$ cat config.mk
export PLATFORM = sky130hd
export DESIGN_NAME = dual_path_frame_match_verifier_top
export DESIGN_NICKNAME = d
export VERILOG_FILES = /design/src/rtl/dpfmv_pkg.sv /design/src/rtl/dpfmv_front.sv /design/src/rtl/dpfmv_back.sv /design/src/rtl/dual_path_frame_match_verifier_top.sv
export SDC_FILE = /design/constraint.sdc
export NUM_CORES = 2
export LEC_CHECK = 0
export BUFFER_PORTS_ARGS = -buffer_cell sky130_fd_sc_hd__buf_2
export CAP_MARGIN = 20
export CORE_MARGIN = 2
export CORE_UTILIZATION = 55
export CTS_CLUSTER_SIZE = 8
export DETAILED_ROUTE_END_ITERATION = 10
export PLACE_DENSITY = 0.77
export RECOVER_POWER = 50
export SYNTH_ARGS = -nofsm -noshare
export SYNTH_HDL_FRONTEND = slang
export SYNTH_SLANG_ARGS = --single-unit
$ cat constraint.sdc
create_clock -name i_clk -period 12 [get_ports i_clk]
set_input_delay 0.6 -clock i_clk [delete_from_list [all_inputs] [get_ports i_clk]]
set_output_delay 0.6 -clock i_clk [all_outputs]
set_load 0.05 [all_outputs]
$ cat src/rtl/dpfmv_pkg.sv
// ----------------------------------------------------------------------------
// dpfmv_pkg
// Shared types and constants of the dual path frame match verifier.
// ----------------------------------------------------------------------------
package dpfmv_pkg;

    localparam int TABLE_ENTRIES = 32;
    localparam int SLOT_W = $clog2(TABLE_ENTRIES);
    localparam logic [15:0] WINDOW_RESET = 16'd250;

    typedef enum logic [2:0] {
        V_VERIFIED  = 3'd0,
        V_BUFFERED  = 3'd1,
        V_STALE     = 3'd2,
        V_TIMEOUT   = 3'd3,
        V_IGNORED   = 3'd4,
        V_DUPLICATE = 3'd5,
        V_FULL      = 3'd6
    } t_verdict;

    localparam logic [1:0] PATH_A    = 2'd0;
    localparam logic [1:0] PATH_LOOP = 2'd2;

    // classified request handed from front to back
    typedef struct packed {
        logic        loopback;
        logic        own;
        logic [63:0] hash;
        logic [31:0] now;
    } t_req;

    typedef struct packed {
        t_verdict    verdict;
        logic [63:0] hash;
        logic [1:0]  path;
        logic        last;
    } t_res;

    typedef enum logic [2:0] {
        S_IDLE,
        S_SEARCH,
        S_DECIDE,
        S_SWEEP,
        S_EMIT
    } t_state;

endpackage

$ cat src/rtl/dpfmv_front.sv
// ----------------------------------------------------------------------------
// dpfmv_front
// Accepts arrivals, classifies the path and holds a two-entry request queue.
// ----------------------------------------------------------------------------
module dpfmv_front import dpfmv_pkg::*; (
    input  logic         i_clk,
    input  logic         i_rst_n,
    input  logic         i_valid,
    output logic         o_ready,
    input  logic [1:0]   i_path,
    input  logic [63:0]  i_hash,
    input  logic [31:0]  i_time,
    output logic         o_req_valid,
    input  logic         i_req_pop,
    output t_req         o_req
);
    t_req       r_q [2];
    logic       r_rd;
    logic       r_wr;
    logic [1:0] r_cnt;
    logic       w_push;
    t_req       w_new;

    assign o_ready     = (r_cnt != 2'd2);
    assign w_push      = i_valid && o_ready;
    assign o_req_valid = (r_cnt != 2'd0);
    assign o_req       = r_q[r_rd];

    always_comb begin
        w_new.loopback = (i_path == PATH_LOOP);
        w_new.own      = (i_path != PATH_A);
        w_new.hash     = i_hash;
        w_new.now      = i_time;
    end

    always_ff @(posedge i_clk) begin
        if (w_push) begin
            r_q[r_wr] <= w_new;
        end
        if (!i_rst_n) begin
            r_rd  <= 1'b0;
            r_wr  <= 1'b0;
            r_cnt <= 2'd0;
        end else begin
            if (w_push) r_wr <= ~r_wr;
            if (i_req_pop) r_rd <= ~r_rd;
            r_cnt <= r_cnt + {1'b0, w_push} - {1'b0, i_req_pop};
        end
    end
endmodule

$ cat src/rtl/dpfmv_back.sv
// ----------------------------------------------------------------------------
// dpfmv_back
// Table engine: serial search, decision, timeout sweep, registered output.
// ----------------------------------------------------------------------------
module dpfmv_back import dpfmv_pkg::*; (
    input  logic         i_clk,
    input  logic         i_rst_n,
    input  logic [15:0]  i_window,
    input  logic         i_req_valid,
    output logic         o_req_pop,
    input  t_req         i_req,
    output logic         o_valid,
    input  logic         i_ready,
    output t_res         o_res
);
    logic [TABLE_ENTRIES-1:0] r_valid, n_valid;
    logic        m_path [TABLE_ENTRIES];
    logic [63:0] m_hash [TABLE_ENTRIES];
    logic [31:0] m_time [TABLE_ENTRIES];

    t_state      r_state, n_state;
    t_req        r_req, n_req;
    logic [SLOT_W-1:0] r_idx, n_idx;
    logic        r_oth_hit, n_oth_hit;
    logic        r_own_hit, n_own_hit;
    logic        r_free_hit, n_free_hit;
    logic [SLOT_W-1:0] r_oth, n_oth;
    logic [SLOT_W-1:0] r_free, n_free;
    logic        r_ovalid, n_ovalid;
    t_res        r_out, n_out;
    t_res        r_hold, n_hold;

    logic        w_we;
    logic [SLOT_W-1:0] w_wa;
    logic        rd_path;
    logic [63:0] rd_hash;
    logic [31:0] rd_time;
    logic [SLOT_W-1:0] w_ri;
    logic [31:0] w_age;
    logic        w_hmatch;
    logic        w_out_free;
    logic        w_tmo;

    assign w_ri     = r_idx;
    assign rd_path  = m_path[w_ri];
    assign rd_hash  = m_hash[w_ri];
    assign rd_time  = m_time[w_ri];
    assign w_age    = r_req.now - rd_time;
    assign w_hmatch = r_valid[w_ri] && (rd_hash == r_req.hash);
    assign w_tmo    = r_valid[w_ri] && (w_age > {16'd0, i_window});
    assign w_out_free = !r_ovalid || i_ready;
    assign o_valid  = r_ovalid;
    assign o_res    = r_out;

    always_ff @(posedge i_clk) begin
        if (w_we) begin
            m_path[w_wa] <= r_req.own;
            m_hash[w_wa] <= r_req.hash;
            m_time[w_wa] <= r_req.now;
        end
    end

    always_comb begin
        n_state = r_state; n_req = r_req; n_idx = r_idx; n_valid = r_valid;
        n_oth_hit = r_oth_hit; n_own_hit = r_own_hit; n_free_hit = r_free_hit;
        n_oth = r_oth; n_free = r_free; n_hold = r_hold;
        n_ovalid = r_ovalid && !i_ready; n_out = r_out;
        o_req_pop = 1'b0; w_we = 1'b0; w_wa = r_oth;
        case (r_state)
            S_IDLE: begin
                if (i_req_valid && w_out_free) begin
                    o_req_pop = 1'b1;
                    n_req = i_req;
                    n_idx = '0;
                    n_oth_hit = 1'b0; n_own_hit = 1'b0; n_free_hit = 1'b0;
                    if (i_req.loopback) begin
                        n_ovalid = 1'b1;
                        n_out = '{V_IGNORED, i_req.hash, PATH_LOOP, 1'b1};
                    end else begin
                        n_state = S_SEARCH;
                    end
                end
            end
            S_SEARCH: begin
                if (w_hmatch && (rd_path != r_req.own) && !r_oth_hit) begin
                    n_oth_hit = 1'b1; n_oth = w_ri;
                end
                if (w_hmatch && (rd_path == r_req.own)) n_own_hit = 1'b1;
                if (!r_valid[w_ri] && !r_free_hit) begin
                    n_free_hit = 1'b1; n_free = w_ri;
                end
                if (r_idx == SLOT_W'(TABLE_ENTRIES - 1)) begin
                    n_idx = r_oth_hit ? r_oth : n_oth;
                    n_state = S_DECIDE;
                end else begin
                    n_idx = r_idx + 1'b1;
                end
            end
            S_DECIDE: begin
                // arrival result is held until the sweep shows whether it is last
                n_hold.last = 1'b0;
                n_hold.hash = r_req.hash;
                n_hold.path = {1'b0, r_req.own};
                if (r_oth_hit) begin
                    if (w_age <= {16'd0, i_window}) begin
                        n_valid[r_oth] = 1'b0;
                        n_hold.verdict = V_VERIFIED;
                    end else begin
                        n_hold.verdict = V_STALE;
                        n_hold.hash = rd_hash;
                        n_hold.path = {1'b0, rd_path};
                        w_we = 1'b1; w_wa = r_oth;
                    end
                end else if (r_own_hit) begin
                    n_hold.verdict = V_DUPLICATE;
                end else if (!r_free_hit) begin
                    n_hold.verdict = V_FULL;
                end else begin
                    n_hold.verdict = V_BUFFERED;
                    n_valid[r_free] = 1'b1;
                    w_we = 1'b1; w_wa = r_free;
                end
                n_idx = '0;
                n_state = S_SWEEP;
            end
            S_SWEEP: begin
                if (!w_tmo || w_out_free) begin
                    if (w_tmo) begin
                        // release held result, hold the new timeout
                        n_ovalid = 1'b1;
                        n_out = r_hold;
                        n_hold = '{V_TIMEOUT, rd_hash, {1'b0, rd_path}, 1'b0};
                        n_valid[w_ri] = 1'b0;
                    end
                    if (r_idx == SLOT_W'(TABLE_ENTRIES - 1)) begin
                        n_state = S_EMIT;
                    end else begin
                        n_idx = r_idx + 1'b1;
                    end
                end
            end
            S_EMIT: begin
                if (w_out_free) begin
                    n_ovalid = 1'b1;
                    n_out = r_hold;
                    n_out.last = 1'b1;
                    n_state = S_IDLE;
                end
            end
            default: n_state = S_IDLE;
        endcase
    end

    always_ff @(posedge i_clk) begin
        r_req <= n_req; r_oth <= n_oth; r_free <= n_free; r_out <= n_out;
        r_hold <= n_hold;
        if (!i_rst_n) begin
            r_state <= S_IDLE; r_valid <= '0; r_idx <= '0; r_ovalid <= 1'b0;
            r_oth_hit <= 1'b0; r_own_hit <= 1'b0; r_free_hit <= 1'b0;
        end else begin
            r_state <= n_state; r_valid <= n_valid; r_idx <= n_idx;
            r_ovalid <= n_ovalid; r_oth_hit <= n_oth_hit; r_own_hit <= n_own_hit;
            r_free_hit <= n_free_hit;
        end
    end
endmodule

$ cat src/rtl/dual_path_frame_match_verifier_top.sv
// ----------------------------------------------------------------------------
// dual_path_frame_match_verifier_top
// Matches frames arriving on two redundant paths within a time window.
// ----------------------------------------------------------------------------
// Each arrival passes through a request pop, one search pass over the 32-slot
// table, a decision, one timeout sweep at one slot per cycle while no timeout
// waits on a stalled output, and a stage for the last result, which also waits
// for the output; a loopback request is answered at its pop. A two-entry queue
// buffers arrivals.
module dual_path_frame_match_verifier_top import dpfmv_pkg::*; (
    input  logic         i_clk,
    input  logic         i_rst_n,
    input  logic         i_cfg_we,
    input  logic [15:0]  i_cfg_wdata,
    input  logic         s_axis_tvalid,
    output logic         s_axis_tready,
    input  logic [1:0]   s_axis_tuser,   // arrival_path
    input  logic [95:0]  s_axis_tdata,   // frame_hash[63:0], arrival_time_us[95:64]
    output logic         m_axis_tvalid,
    input  logic         m_axis_tready,
    output logic [2:0]   m_axis_tuser,   // verdict
    output logic [71:0]  m_axis_tdata,   // result_hash[63:0], result_path[65:64]
    output logic         m_axis_tlast
);
    logic [15:0] r_window;
    logic        w_req_valid;
    logic        w_req_pop;
    t_req        w_req;
    t_res        w_res;

    always_ff @(posedge i_clk) begin
        if (!i_rst_n) r_window <= WINDOW_RESET;
        else if (i_cfg_we) r_window <= i_cfg_wdata;
    end

    dpfmv_front u_front (
        .i_clk, .i_rst_n,
        .i_valid(s_axis_tvalid), .o_ready(s_axis_tready),
        .i_path(s_axis_tuser), .i_hash(s_axis_tdata[63:0]),
        .i_time(s_axis_tdata[95:64]),
        .o_req_valid(w_req_valid), .i_req_pop(w_req_pop), .o_req(w_req)
    );

    dpfmv_back u_back (
        .i_clk, .i_rst_n, .i_window(r_window),
        .i_req_valid(w_req_valid), .o_req_pop(w_req_pop), .i_req(w_req),
        .o_valid(m_axis_tvalid), .i_ready(m_axis_tready), .o_res(w_res)
    );

    assign m_axis_tuser = w_res.verdict;
    assign m_axis_tdata = {6'd0, w_res.path, w_res.hash};
    assign m_axis_tlast = w_res.last;

    a_pop_needs_req: assert property (@(posedge i_clk) disable iff (!i_rst_n)
        w_req_pop |-> w_req_valid) else $error("pop of empty queue");
    a_ignored_last: assert property (@(posedge i_clk) disable iff (!i_rst_n)
        (m_axis_tvalid && w_res.verdict == V_IGNORED) |-> m_axis_tlast)
        else $error("ignored result not last");
    a_ignored_path: assert property (@(posedge i_clk) disable iff (!i_rst_n)
        (m_axis_tvalid && w_res.verdict == V_IGNORED) |-> w_res.path == PATH_LOOP)
        else $error("ignored result path");
endmodule

Word level (Yosys, flattened, before mapping) --
Memory sizes are Yosys's and may differ from the RTL's. A register that Yosys moved wholly into a read port is not among the register bits. Index checks and enable logic that the tools add are counted.
Storage, ports and cells: memory bits (writable) 3300, bits of input ports 119, output and inout port bits 78, register bits 311, memories 4, word-level logic and storage cells 189
Cells by class: $add $sub $neg 4, order comparisons 8, reduce and logical (&&, ||, !) cells 37, equality and inequality tests 25, bitwise logic cells 7, muxes and demuxes 80
Memories:
- u_back.m_hash | depth 32, width 64, read ports 1, clocked after memory_dff 1, write ports 1, RTL line dpfmv_back.sv:18 | logic [63:0] m_hash [TABLE_ENTRIES];
- u_back.m_time | depth 32, width 32, read ports 1, clocked after memory_dff 1, write ports 1, RTL line dpfmv_back.sv:19 | logic [31:0] m_time [TABLE_ENTRIES];
- u_front.r_q | depth 2, width 98, read ports 1, clocked after memory_dff 1, write ports 1, RTL line dpfmv_front.sv:17 | t_req r_q [2];
- u_back.m_path | depth 32, width 1, read ports 1, clocked after memory_dff 1, write ports 1, RTL line dpfmv_back.sv:17 | logic m_path [TABLE_ENTRIES];
Operator list (number):
- two-way mux 70 bit | 7
- case mux 70 bit (3 select lines) | 1
- two-way mux 32 bit | 6
- case mux 70 bit (2 select lines) | 1
- two-way mux 66 bit | 2
- two-way mux 5 bit | 16
- AND 32 bit | 2
- == test 64 bit | 1
- NOT 32 bit | 2
- case mux 32 bit (2 select lines) | 1
- greater-than comparator 32 x 16 -> 1 bit | 1
- <= comparator 32 x 16 -> 1 bit | 1
- bitwise OR 32 bit | 1
- subtractor 32 bit | 1
- two-way mux 3 bit | 9
- two-way mux 1 bit | 26
- inequality test 2 x 1 -> 1 bit (second input constant) | 10
- case mux 5 bit (4 select lines) | 1
- less-than comparator 5 x 6 -> 1 bit (second input constant) | 3
- AND reduction 6 bit | 3
- demux 1 bit (select 5 bit) | 3
- greater-or-equal comparator 5 x 1 -> 1 bit (second input constant) | 3
- case mux 3 bit (5 select lines) | 1
- logical AND 1 bit | 12
- other kinds (28) | 47

Longest topological paths before layout --
word-level depth 11, gate-level depth with buffers 35

Cells and area by module --
A second synthesis with hierarchy kept.
Unflattened totals: cells, all modules 6941, area total of the unflattened synthesis 142979.6 µm²
By module, submodules not included:
- dpfmv_back | instances 1, area each 134906.9 µm², cells an instance 6548
- dpfmv_front | instances 1, area each 7423.4 µm², cells an instance 335
- dual_path_frame_match_verifier_top | instances 1, area each 649.4 µm², cells an instance 58

Least setup slack after synthesis --
Ideal clock, no wire load.
kind register -> register, start reg with a tool-made name, end reg u_back.r_out, in the netlist u_back.o_res[0], enable pin, arrival time 12.021 ns, stages on the path, launching flop included 32, setup slack -0.631 ns, buffers on the path 11, required time 11.390 ns, cell sequence dfxtp_1 buf_6 buf_6 buf_8 buf_8 buf_8 buf_6 buf_2 clkbuf_1 buf_1 buf_1 mux4_2 mux4_2 mux2i_1 ha_1 clkbuf_1 a21o_1 a31o_2 a31o_2 nor2_1 xnor2_1 ha_1 and2_1 nand4_1 or4_1 a311oi_1 o2111ai_1 a2111oi_0 and4_1 o2111ai_1 nand3_1 a221oi_1
RTL lines:
- end signal, assigned | RTL line dpfmv_back.sv:155 | r_req <= n_req; r_oth <= n_oth; r_free <= n_free; r_out <= n_out;
- end, declared | RTL line dpfmv_back.sv:30 | t_res r_out, n_out;

==> impl_metrics.env <==
export IMPL_finalCritPeriodShare_pct=87.7
export IMPL_rsz0062_at_grt="false"
export IMPL_yosys_top_cells_area="edfxtp_1 75%, mux4_2 12%, mux2i_1 2.3%, mux2_2 1.9%, dfxtp_1 0.98%"
export IMPL_start_kind="flop"
export IMPL_powerDensity_nw_per_um2=216
export IMPL_status="complete, but fails checks"
export IMPL_cp_end_kind="flop"
export IMPL_ir_drop_v=0.000202
export IMPL_synth_edf_count=3545
export IMPL_drv_cap=69
export IMPL_yosys_top_cells_count="3545 x edfxtp_1, 732 x mux4_2, 325 x mux2i_1"
export IMPL_antenna_left=0
export IMPL_synth_largest_area_cell="edfxtp_1"
export IMPL_yosys_most_used_dff="edfxtp_1"
export IMPL_grt_max_degree=114
export IMPL_drcViolationCount=0
export IMPL_fin_crit_ns=10.52
export IMPL_clock_fmax_ghz=0.0950
export IMPL_grtUsageTotal_pct=31.1
export IMPL_p_leak_nw=51.1
export IMPL_cts_tree="yes"
export IMPL_path_common_cell="buf_4"
export IMPL_rows=186
export IMPL_die_area_um2=263000
export IMPL_ys_seq_area_share_pct=75.6
export IMPL_cp_slowest_stage_delay_ns=1.08
export IMPL_chipWidth_um=513
export IMPL_clk_path_buf_depth=4
export IMPL_syn_inst=6952
export IMPL_cts_root_buf="clkbuf_16"
export IMPL_die_h_um=513
export IMPL_clk_latency_ns=0.92
export IMPL_hold_ws_ns=0.144
export IMPL_cts_sinks=3615
export IMPL_core_um2=257000
export IMPL_slowest_stage="nor2_4"
export IMPL_fin_setup_tns_ns=0
export IMPL_seq_area_um2=108000
export IMPL_clock_skew_ns=0.0592
export IMPL_multiInputGateArea_um2=32800
export IMPL_ios=197
export IMPL_area_growth_pct=14.6
export IMPL_yosysWarnings=0
export IMPL_tightest_slew_ns=3.36
export IMPL_setup_viol=0
export IMPL_drt_initial_drc_count=12432
export IMPL_synth_async_reset_ratio_pct=0
export IMPL_synth_area_um2=143000
export IMPL_antenna_found_initial=13
export IMPL_gp_congestion=0.892
export IMPL_htree_levels=6
export IMPL_grt_first_pass_wirelength_um=582000
export IMPL_slew_viol_final=2404
export IMPL_start_util_pct=55.4
export IMPL_cts_clk_slew_worst_paths_ns=0.05
export IMPL_cts_made_buffers=527
export IMPL_ys_ff_latch=3615
export IMPL_routed_wl_um=414000
export IMPL_worst_ep_arrival_time_ns=11.01
export IMPL_worstPathMaxFanout=65
export IMPL_nFillCells=16305
export IMPL_critical_path_class="flop to flop"
export IMPL_viasPerCell=7.06
export IMPL_hold_viol=0
export IMPL_yosysMostFrequentCell="edfxtp_1"
export IMPL_hpwl_um=216000
export IMPL_yosys_area_top_type_share_pct=74.7
export IMPL_grt_pass1_vias=79974
export IMPL_final_net_count=7861
export IMPL_dr_pass1_iters=6
export IMPL_ys_types=80
export IMPL_overflow=0
export IMPL_violations="capacitance limit, slew limit"
export IMPL_worstPathRequired_ns=12.49
export IMPL_vias=78779
export IMPL_drive_gt1_share_pct=22.9
export IMPL_io_buffers=190
export IMPL_synth_avg_cell_area_um2=20.5
export IMPL_slew_headroom_pct=-124
export IMPL_hold_class="input pin to flop"
export IMPL_routedWlPerCell_um=37.1
[cell usage in the layout, fill, tap and decap left out, types with 14 or more instances in the layout]
master | synthesis | final
and3_1 | 24 | 24
and2_1 | 24 | 21
mux2_1 | 4 | 65
ha_1 | 55 | 55
o21a_1 | 24 | 24
xor2_1 | 42 | 42
o21ai_0 | 149 | 149
inv_6 | 0 | 14
nor2_4 | 0 | 33
nand4_1 | 40 | 40
buf_4 | 46 | 134
inv_1 | 65 | 62
nand2b_1 | 34 | 34
a22oi_1 | 151 | 151
buf_2 | 77 | 46
o22ai_1 | 41 | 41
nor2_1 | 147 | 112
buf_12 | 1 | 34
nand2_1 | 195 | 195
mux2i_1 | 325 | 325
xnor2_1 | 46 | 46
a221oi_1 | 24 | 23
mux2_2 | 239 | 178
a211oi_1 | 23 | 22
dlygate4sd3_1 | 0 | 114
or3_1 | 20 | 20
nand3_1 | 77 | 77
a31oi_1 | 22 | 22
nor3_1 | 27 | 26
nor2b_1 | 44 | 42
clkbuf_16 | 0 | 542
mux4_2 | 732 | 732
edfxtp_1 | 3545 | 3545
o211ai_1 | 49 | 49
a22o_1 | 14 | 14
a21oi_1 | 144 | 143
dfxtp_1 | 70 | 65
clkbuf_1 | 170 | 274
[metrics by stage]
step                      utilization [%]  setup slack (ns)  area [um^2]  std cells  power, mW
after global placement               57.7              1.90       148000      10406       22.1
after floorplan                         -             0.228       143000       6957       19.9
final                                63.5              1.48       163000      11165       35.4
after CTS                            63.7              1.62       164000      11142       35.3
after global routing                 63.5              1.06       163000      11158       36.2
after detailed placement             57.7              1.71       148000      10411       22.2
[critical path, delay by kind of cell (launching register included)]
kind / cells / cell delay (ns)
flip-flops: 1 / 0.98
AND/OR/NAND/NOR: 6 / 2.69
adder cells (fa/ha/maj): 2 / 0.71
AO/OA/AOI/OAI: 9 / 1.98
buffers and inverters: 4 / 2.16
XOR/XNOR: 1 / 0.09
multiplexers: 3 / 1.23
[registers in the layout (all words and copies together) (netlist names), 16 cells and up, named ones only]
| name | cells |
|---|---|
| u_back.r_hold | 68 |
| u_back.o_res | 70 |
| u_back.r_valid | 32 |
| u_back.m_path | 32 |
| u_back.m_hash | 2048 |
| u_back.r_req | 97 |
| r_window | 16 |
| u_back.m_time | 1024 |
| u_front.r_q | 196 |
[path summary, 6_finish.rpt]
kind,from,end,slack (ns),depth (start not counted)
worst max-delay path,flop,u_back.m_time[29][21],1.48,25
worst min-delay path,s_axis_tvalid,u_front.r_wr,0.14,4
worst max register to register,flop,u_back.m_time[29][21],1.48,25
worst min register to register,u_back.r_req[14],u_back.m_time[4][14],0.49,0
[metal layers]
| layer | GRT usage [%] | vias up | share of wire (%) |
|---|---|---|---|
| li1 | - | 30178 | - |
| met1 | 40.1 | 40636 | 34 |
| met2 | 49.6 | 6645 | 48 |
| met4 | 16.4 | 10 | 6.2 |
| met3 | 7.05 | 1310 | 12 |
| met5 | 0 | - | 0.019 |
[report_power, final]
part	internal, mW	switching (mW)	total (mW)
logic	1.76	4.28	6.04
registers	15.8	0.276	16.1
clock network	8.01	5.19	13.2
[logic make-up after synthesis]
kind of cell	after synthesis	synth area share (%)
AO/OA/AOI/OAI	766	3.58
AND/OR/NAND/NOR	686	2.35
XOR/XNOR	88	0.541
buffers and inverters	438	1.60
other	1	0.00263
adder cells (fa/ha/maj)	56	0.497
flip-flops	3615	75.6
multiplexers	1302	15.8
[layout make-up]
class | count | share of cell area [%]
multi-input cells | 2904 | 20.1
clock inverters | 38 | 0.344
clock buffers | 579 | 8.38
repair buffers | 571 | 2.43
diodes | 7 | 0.0107
well taps | 3384 | 2.59
inverters | 67 | 0.162
flip-flops and latches | 3615 | 66.0
[what timing repair did]
item / in CTS / in global routing
endpoints found under the setup margin: 0 / 0
hold buffers: 114 / 0
gates resized for setup: 0 / 0
hold endpoints to repair: 210 / 0
setup buffers: 0 / 0
Note: power is estimated with default switching activity, not from simulation.
